**src/rtl/rat_ram.sv**
```systemverilog
// Generic single-clock RAM with one write port and one registered read port.
// No dependencies.
module rat_ram #(
  parameter int unsigned WIDTH = 8,
  parameter int unsigned DEPTH = 16
) (
  input  logic                                  clk_i,
  input  logic                                  we_i,
  input  logic [((DEPTH > 1) ? $clog2(DEPTH) : 1)-1:0] waddr_i,
  input  logic [WIDTH-1:0]                      wdata_i,
  input  logic                                  re_i,
  input  logic [((DEPTH > 1) ? $clog2(DEPTH) : 1)-1:0] raddr_i,
  output logic [WIDTH-1:0]                      rdata_o
);

  logic [WIDTH-1:0] mem_q [DEPTH];
  logic [WIDTH-1:0] rdata_q;

  always_ff @(posedge clk_i) begin
    if (we_i) begin
      mem_q[waddr_i] <= wdata_i;
    end
    if (re_i) begin
      rdata_q <= mem_q[raddr_i];
    end
  end

  assign rdata_o = rdata_q;

endmodule

```
**config.mk**
```make
export PLATFORM = sky130hd
export DESIGN_NAME = rat_ram
export DESIGN_NICKNAME = d
export VERILOG_FILES = /design/src/rtl/rat_ram.sv
export SDC_FILE = /design/constraint.sdc
export NUM_CORES = 1
export LEC_CHECK = 0
export ABC_CLOCK_PERIOD_IN_PS = 1750
export BUFFER_PORTS_ARGS = -buffer_cell sky130_fd_sc_hd__buf_4
export CORE_MARGIN = 1.5
export CORE_UTILIZATION = 50
export DETAILED_ROUTE_END_ITERATION = 10
export GPL_TIMING_DRIVEN = 0
export MAX_ROUTING_LAYER = met4
export PLACE_DENSITY = 0.7
export SETUP_SLACK_MARGIN = 0.3
export SLEW_MARGIN = 20
export SYNTH_ARGS = -nofsm -noshare
export SYNTH_HDL_FRONTEND = slang
export SYNTH_SLANG_ARGS = --single-unit
export TNS_END_PERCENT = 100
```
**constraint.sdc**
```tcl
create_clock -name clk_i -period 1.75 [get_ports clk_i]
set_clock_uncertainty 0.1 [all_clocks]
set_input_delay 0.0875 -clock clk_i [delete_from_list [all_inputs] [get_ports clk_i]]
set_output_delay 0.0875 -clock clk_i [all_outputs]
set_load 0.01 [all_outputs]
```
==> results of run 1 <==
[path summary, 6_finish.rpt]
path	endpoint	slack [ns]
setup / recovery	rdata_o[0]$_DFFE_PP_	0.19
hold / removal	mem_q[0][3]$_DFFE_PP_	0.05
setup reg to reg	rdata_o[0]$_DFFE_PP_	0.19
hold reg to reg	rdata_o[4]$_DFFE_PP_	0.67
[critical path, stage by stage (launching register included)]
cell and delay (ns):
edfxtp_1 0.37, mux4_2 0.48, a22oi_2 0.22, nand2_1 0.12
[cell families (layout without fill, tap and decap cells)]
family | Yosys count | in the layout | synth area share, %
simple gates | 35 | 35 | 3.14
flops | 136 | 136 | 78.1
compound gates | 16 | 16 | 2.30
mux | 32 | 32 | 14.8
buf+inv | 10 | 78 | 1.65
[flip-flops by register name, indices dropped and copies added, names as in the netlist]
name	cells
mem_q	128
rdata_o	8
[cell type report]
type                    count  area, um^2  share of cell area (%)
plain buffers              10        93.8                    1.47
well taps                 136         170                    2.67
clock inverters            12         180                    2.83
flip-flops and latches    136        4080                    64.2
repair buffers             36         298                    4.68
clock buffers              20         425                    6.68
multi-input cells          83        1110                    17.5
[routing by layer]
| metal | GRT usage, % | up-vias |
|---|---|---|
| li1 | - | 1088 |
| met1 | 28.9 | 1274 |
| met2 | 29.3 | 104 |
| met5 | - | - |
| met3 | 5.44 | 8 |
| met4 | 6.46 | 0 |
[layout by cell type, fill, tap and decap left out]
master	count
nand3b_1	2
a22oi_1	7
buf_2	3
nand2b_1	2
edfxtp_1	136
clkbuf_1	3
clkbuf_16	16
or3b_2	1
clkbuf_8	1
buf_8	2
nand3_1	1
clkdlybuf4s25_2	3
nor2b_1	1
clkinv_1	4
a22oi_2	9
nand2_1	9
and2_1	1
mux4_1	5
buf_6	1
and2b_1	1
dlygate4sd3_1	11
nor3_4	4
nor2_1	13
mux4_2	27
clkinv_2	3
bufinv_16	5
buf_4	26
[timing repair]
item,4_1_cts,5_1_grt
gates cloned,0,0
hold buffers,11,0
pin swaps,5,3
endpoints found under the hold margin,168,0
setup buffers,0,0
resized for setup,10,12
endpoints found under the setup margin,8,40
[where the power goes]
part | leakage, nW | internal [mW] | total [mW] | switching, mW
combinational | 0.569 | 0.189 | 0.412 | 0.224
clock | 0.297 | 2.43 | 3.62 | 1.20
sequential | 1.24 | 3.67 | 3.69 | 0.0173
total | 2.10 | 6.29 | 7.73 | 1.44
[metrics by stage]
step / instance area (um^2) / TNS [ns]
finish: 6360 / 0
global route: 6360 / 0
CTS: 6330 / 0
detailed placement: 5610 / -4.16
global placement: 5600 / -6.32
floorplan: 5240 / 0
==> impl_metrics.toml, run 1 <==
[detailed_routing]
via_count = 2474
top_layer = "met4"
met3_length_um = 596
post-route-drc-count = 0
drt_iter0_drc = 204
drt_wl_total_um = 9720
met2_length_um = 4750
ant_nets = 0
m1WireLength_um = 4270
dr.pass1.iters = 5
via_per_inst = 5.71
wl_per_cell_um = 22.4

[finish]
final_util_pct = 62.2
layout.cells.non_filler = 433
antenna_cells = 0
drive_gt1_share_pct = 34.0
nFillCells = 695
areaGrowthSynthToFinish_pct = 21.8
final_nets = 303

[cts]
cts_tree = "yes"
clkSinkCount = 136
numCtsBuffers = 17
clockRootBuffer = "clkbuf_8"
clk_pin_slew_worst_paths_ns = 0.06
clockBufferDepth = 2
cts.htree.levels = 4
clk_latency_ns = 0.51

[critical_path]
start_kind = "register"
critPathRequiredTime_ns = 1.89
r2r_start = "mem_q[2][0]$_DFFE_PP_"
r2r_cells = 3
worst_setup_path_end_kind = "register"
critPathLaunch = "mem_q[2][0]$_DFFE_PP_"
crit_fanout = 1
critical_path_arrival_ns = 1.70
crit_type = "register to register"

[global_routing]
grtUsageTotal_pct = 20.4
grt_max_degree = 17
grt_pass1_wl_um = 15100
grt_pass1_vias = 2476
antenna_found_initial = 0
grt.overflow.total = 0

[synthesis]
syn_avg_cell_area_um2 = 22.8
yosysSeqAreaShare_pct = 78.1
ys_types = 18
yosysTopAreaCellShare_pct = 78.1
synthArstFlopShare_pct = 0
netlist_area_um2 = 5230
synth-seq-cells = 136
ys_top_cells_by_count = "136 x edfxtp_1, 18 x mux4_2, 16 x a22oi_1, 14 x mux4_1, 13 x nor2_1"
yosys-top-cells-area = "edfxtp_1 78%, mux4_2 7.8%, mux4_1 7.0%"
yosysWarnings = 0
mappedNetlistNets = 248
synthesis.instances = 229
yosysMostFrequentCell = "edfxtp_1"
synthFlopType = "edfxtp_1"
synth_area_leader_cell = "edfxtp_1"
synth_edf_count = 136

[power]
power.leakage_nw = 2.10
power_mw = 7.73
power_density_nw_per_um2 = 1210
ir_worst_vdd_mv = 0.673

[sta]
period_share_pct = 88.9
rsz0062_at_grt = "yes"
timing.fmax_ghz = 0.642
final_max_slew_viol_count = 0
setup-violations-final = 0
hold_ws_ns = 0.0511
min_period_ns = 1.56
slew-limit-headroom_pct = 42.4
hold_viol_final = 0
worstMarginPinSlew_ns = 0.861
setup_ws_ns = 0.193

[floorplanning]
start_util_pct = 51.1
die-area_um2 = 11100
boundaryPins = 27
num_rows = 37
die_h_um = 105
fp.coreArea_um2 = 10200
die-width_um = 105

[min_path]
min_path_type = "input port to register"
holdCritStartpoint = "waddr_i[2]"
min_path_cells = 3

[place]
dpl.hpwl_um = 6010
place.gp.congestion = 0.707
preCtsSetupSlack_ns = -0.173
port_buffers = 25
dp_cells = 390

[job]
cap_violations = 0

[outcome]
outcome = "finished clean"
Power figures use the tool's default switching activity.
==> inputs of run 2 (changes only) <==
Settings changed: PLACE_DENSITY 0.7 to unset, PLACE_DENSITY_LB_ADDON set to 0.05.
==> run 2 against run 1 <==
The flow now finishes with violations (hold timing). Critical path depth unchanged. Final area down 2.4%. Global-route usage grew 0.85 points. Sequential power about the same. Wire length increased by 4.6%. Core utilization is 1.5 points lower. Worst setup slack worse by 0.050 ns. Clock power is 14% lower. Non-clock buffer count shrank 2. Via count fell by 1.6%. Critical path type unchanged. Critical endpoint is now rdata_o[7]$_DFFE_PP_.
==> impl_metrics.toml, run 2 (same netlist as run 1, synthesis figures left out) <==
[outcome]
outcome = "finished with violations"
violations = "hold timing"

[detailed_routing]
post-route-drc-count = 0
drt_wl_total_um = 10200
drt_iter0_drc = 177
ant_nets = 0
via_count = 2434
wl_per_cell_um = 23.6
dr.pass1.iters = 4
via_per_inst = 5.65

[finish]
final_util_pct = 60.7
regMostFlops = "mem_q"
layout_commonest_cell = "edfxtp_1"
layout_common_cells = "136 x edfxtp_1, 26 x mux4_2, 26 x buf_4"
layout.cells.non_filler = 431
drive_gt1_share_pct = 32.9
antenna_cells = 0
final_nets = 301
stdcell_area_um2 = 6210
largest_reg_flops = 128
areaGrowthSynthToFinish_pct = 18.8

[place]
place_area_um2 = 5610
port_buffers = 25
dp_cells = 390
dpl.hpwl_um = 6280
place.gp.congestion = 0.735
preCtsSetupSlack_ns = -0.132

[cts]
cts_tree = "yes"
clockRootBuffer = "clkbuf_8"
cts.htree.levels = 4
clkSinkCount = 136
numCtsBuffers = 17
clk_pin_slew_worst_paths_ns = 0.06
post_cts_buffers = 0
postCtsHoldBufs = 9
clockBufferDepth = 2
clk_latency_ns = 0.52

[job]
cap_violations = 0

[global_routing]
grt_pass1_wl_um = 15500
grt_pass1_vias = 2565
grt_max_degree = 17
antenna_found_initial = 0
grt.overflow.total = 0
grtUsageTotal_pct = 21.2

[sta]
slew-limit-headroom_pct = 40.4
worstMarginPinSlew_ns = 0.891
timing.fmax_ghz = 0.622
setup-violations-final = 0
final_max_slew_viol_count = 0
period_share_pct = 91.8
setup_ws_ns = 0.143
hold_viol_final = 32
min_period_ns = 1.61
hold_ws_ns = -0.0702
rsz0062_at_grt = "yes"

[critical_path]
critical_path_arrival_ns = 1.78
crit_type = "register to register"
critPathRequiredTime_ns = 1.92
crit_fanout = 1
start_kind = "register"
r2r_cells = 3
worst_setup_path_end_kind = "register"

[floorplanning]
die_h_um = 105
boundaryPins = 27
die-width_um = 105
num_rows = 37
start_util_pct = 51.1
fp.coreArea_um2 = 10200
die-area_um2 = 11100

[power]
ir_worst_vdd_mv = 0.658
power_density_nw_per_um2 = 1160
power.leakage_nw = 2.04

[min_path]
min_path_type = "input port to register"
min_path_cells = 2
==> run 2: cell count changes in the layout (fill, tap and decap cells not counted), sizes merged <==
cell | before | now
bufinv | 5 | 1
clkinvlp | 0 | 2
clkbuf | 20 | 21
dlygate4sd3 | 11 | 9
clkinv | 7 | 8
==> run 2: area by class of cell <==
type	count	area (um^2)
timing repair buffer	34	278
fill	720	4020
tap	136	170
clock inverter	11	82.6
buffer	10	93.8
clock buffer	21	429
multi-input combinational	83	1070
sequential	136	4080
==> run 2: metrics by stage <==
stage,TNS [ns],power [mW]
after floorplan,0,3.95
after global placement,-8.53,4.12
after detailed placement,-3.32,4.14
after CTS,0,7.25
after global routing,0,7.41
final,0,7.19
==> run 2: path summary, 6_finish.rpt <==
kind | slack, ns | start | to
min reg2reg | 0.64 | mem_q[14][2]$_DFFE_PP_ | rdata_o[2]$_DFFE_PP_
max reg2reg | 0.14 | mem_q[1][7]$_DFFE_PP_ | rdata_o[7]$_DFFE_PP_
min | -0.07 | waddr_i[0] | mem_q[8][7]$_DFFE_PP_
max | 0.14 | mem_q[1][7]$_DFFE_PP_ | rdata_o[7]$_DFFE_PP_
==> run 2: report_power, final <==
part / total, mW / switching (mW) / internal, mW / leakage [nW]
clock network: 3.10 / 1.24 / 1.85 / 0.250
registers: 3.69 / 0.0163 / 3.67 / 1.24
logic: 0.402 / 0.220 / 0.182 / 0.552
total: 7.19 / 1.48 / 5.71 / 2.04
==> run 2: layer usage <==
| metal | part of all wire (%) | track usage, % |
|---|---|---|
| met1 | 43 | 27.5 |
| met2 | 51 | 32.7 |
| met3 | 4.7 | 5.07 |
| met4 | 1.2 | 8.81 |
| met5 | 0 | - |
==> run 2: critical path, cell delays in order, from the launching register on <==
cell and delay (ns):
edfxtp_1 0.37, mux4_2 0.46, a22oi_1 0.34, nand2_1 0.09
==> run 2: timing repair <==
action / CTS / global route
resized for setup: 13 / 0
pin swaps: 5 / 0
setup endpoints to repair: 8 / 8
endpoints found under the hold margin: 168 / 32
==> inputs of run 3 (changes only) <==
Settings changed: REMOVE_ABC_BUFFERS set to 1, TNS_END_PERCENT 100 to 1.
==> run 3 against run 2 <==
Power increased by 5.1%. Global-route usage decreased by 0.90 points. Largest cell class unchanged. Core utilization increased by 0.72 points. Combinational power decreased by 5.2%. Die area unchanged. Critical endpoint is now rdata_o[5]$_DFFE_PP_. Sequential share of layout area decreased by 0.77 points. Count of clock-buffer cells in the layout decreased by 3. Cell count decreased by 0.93%. First-iteration DRC count increased by 23%. Flip-flop and latch count unchanged. Fmax increased by 3.6%. Worst setup slack improved by 0.057 ns. The flow still finishes with violations (hold timing).
==> impl_metrics.toml, run 3 (same netlist as run 1, synthesis figures left out) <==
[finish]
nFillCells = 733
layout_common_cells = "136 x edfxtp_1, 29 x buf_4, 22 x mux4_2"
layout_commonest_cell = "edfxtp_1"
final_nets = 298
final_util_pct = 61.4
largest_reg_flops = 128
multi_input_area_um2 = 1110
antenna_cells = 0
drive_gt1_share_pct = 30.9
regMostFlops = "mem_q"
areaGrowthSynthToFinish_pct = 20.2
regArea_um2 = 4080

[critical_path]
critical_path_arrival_ns = 1.70
reg2reg_to = "rdata_o[5]$_DFFE_PP_"
crit_fanout = 1
ff2ff_setup_slack_ns = 0.20
critPathRequiredTime_ns = 1.90
r2r_start = "mem_q[11][5]$_DFFE_PP_"
path_cells = "mux4_2 > a22oi_2 > nand2_1"
crit_type = "register to register"
slowest_delay_ns = 0.48
critPathLaunch = "mem_q[11][5]$_DFFE_PP_"
critPathSlowestCell = "mux4_2"
start_kind = "register"
r2r_cells = 3
worst_setup_path_end_kind = "register"

[detailed_routing]
wl_per_cell_um = 22.8
via_count = 2419
via_per_inst = 5.67
post-route-drc-count = 0
ant_nets = 0
drt_iter0_drc = 217
dr.pass1.iters = 4
drt_wl_total_um = 9740

[cts]
postCtsHoldBufs = 12
clockBufferDepth = 2
clkSinkCount = 136
clk_pin_slew_worst_paths_ns = 0.06
cts.htree.levels = 4
numCtsBuffers = 17
clockRootBuffer = "clkbuf_8"
clk_latency_ns = 0.52
cts_tree = "yes"

[global_routing]
grt.overflow.total = 0
antenna_found_initial = 0
grtUsageTotal_pct = 20.3
grt_max_degree = 33
grt_pass1_vias = 2542
grt_pass1_wl_um = 15000

[sta]
tns_ns = 0
hold_viol_final = 3
timing.fmax_ghz = 0.645
hold_ws_ns = -0.0157
setup_ws_ns = 0.199
period_share_pct = 88.6
slew-limit-headroom_pct = 36.8
rsz0062_at_grt = "yes"
setup-violations-final = 0
min_period_ns = 1.55
final_max_slew_viol_count = 0
worstMarginPinSlew_ns = 0.945

[power]
power_frac_clock_pct = 46.1
power.leakage_nw = 2.07
pwr-share-comb_pct = 5.1
power_density_nw_per_um2 = 1200
p_switching_mw = 1.44
swShare_pct = 19.1
power.share.sequential_pct = 48.9
p_int_mw = 6.11
ir_worst_vdd_mv = 0.583

[outcome]
violations = "hold timing"
outcome = "finished with violations"

[floorplanning]
start_util_pct = 51.1
boundaryPins = 27
die_h_um = 105
die-area_um2 = 11100
die-width_um = 105
num_rows = 37
fp.coreArea_um2 = 10200

[place]
dpl.hpwl_um = 5720
preCtsSetupSlack_ns = -0.331
port_buffers = 26
place.gp.congestion = 0.699

[min_path]
min_path_cells = 3
hold_path_end = "mem_q[0][0]$_DFFE_PP_"
min_path_type = "input port to register"
holdCritStartpoint = "waddr_i[3]"

[job]
cap_violations = 0
run 3: cell count changes in the layout (fill, tap and decap cells not counted), moves of 4 or more:
cell,delta
mux4_2,-4
clkinv_2,-4
clkinv_1,+4
mux4_1,+4
run 3: metrics by stage:
step                      instance area (um^2)  power [mW]  cells
final                                     6280        7.55    427
after global routing                      6280        7.79    427
after CTS                                 6270        7.60    427
after detailed placement                  5550        4.10    384
after global placement                    5510        4.09    381
after floorplan                           5140        3.91    219
run 3: critical path: cells and delay by family (launching register included):
kind / cells / cell delay, ns
compound gates: 1 / 0.22
flops: 1 / 0.36
mux: 1 / 0.48
simple gates: 1 / 0.12
run 3: worst max-delay path by stage:
stage,end,slack [ns],depth (start not counted)
floorplan,mem_q[0][0]$_DFFE_PP_,0.07,2
finish,rdata_o[5]$_DFFE_PP_,0.20,3
CTS,rdata_o[0]$_DFFE_PP_,0.18,3
detailed placement,rdata_o[5]$_DFFE_PP_,-0.33,4
global route,rdata_o[5]$_DFFE_PP_,0.16,3
global placement,mem_q[0][3]$_DFFE_PP_,-0.65,3
run 3: routing by layer:
layer / share of wire [%] / global-route usage (%) / wire (um) / vias up
met1: 45 / 28.2 / 4400 / 1266
met5: 0 / - / 0 / -
met4: 1.1 / 8.12 / 108 / 0
li1: - / - / - / 1077
met2: 49 / 29.7 / 4750 / 66
met3: 5.0 / 4.64 / 490 / 10
run 3: layout make-up:
class	instances	share of cell area, %
Clock inverter	13	2.55
Multi-Input combinational cell	83	17.7
Sequential cell	136	65.0
Timing Repair Buffer	41	5.38
Clock buffer	18	6.65
Tap cell	136	2.71
run 3: power groups by stage:
stage | clock (mW) | sequential (mW) | combinational [mW]
2_1_floorplan | 0 | 3.76 | 0.146
3_3_place_gp | 0 | 3.75 | 0.339
3_5_place_dp | 0 | 3.75 | 0.347
4_1_cts | 3.54 | 3.69 | 0.379
5_1_grt | 3.68 | 3.69 | 0.414
6_report | 3.48 | 3.69 | 0.381
run 3: timing repair:
action / in CTS / in global routing
hold endpoints to repair: 152 / 2
resized for setup: 7 / 8
pin swaps: 7 / 4
buffers inserted: 0 / 0
endpoints found under the setup margin: 8 / 39
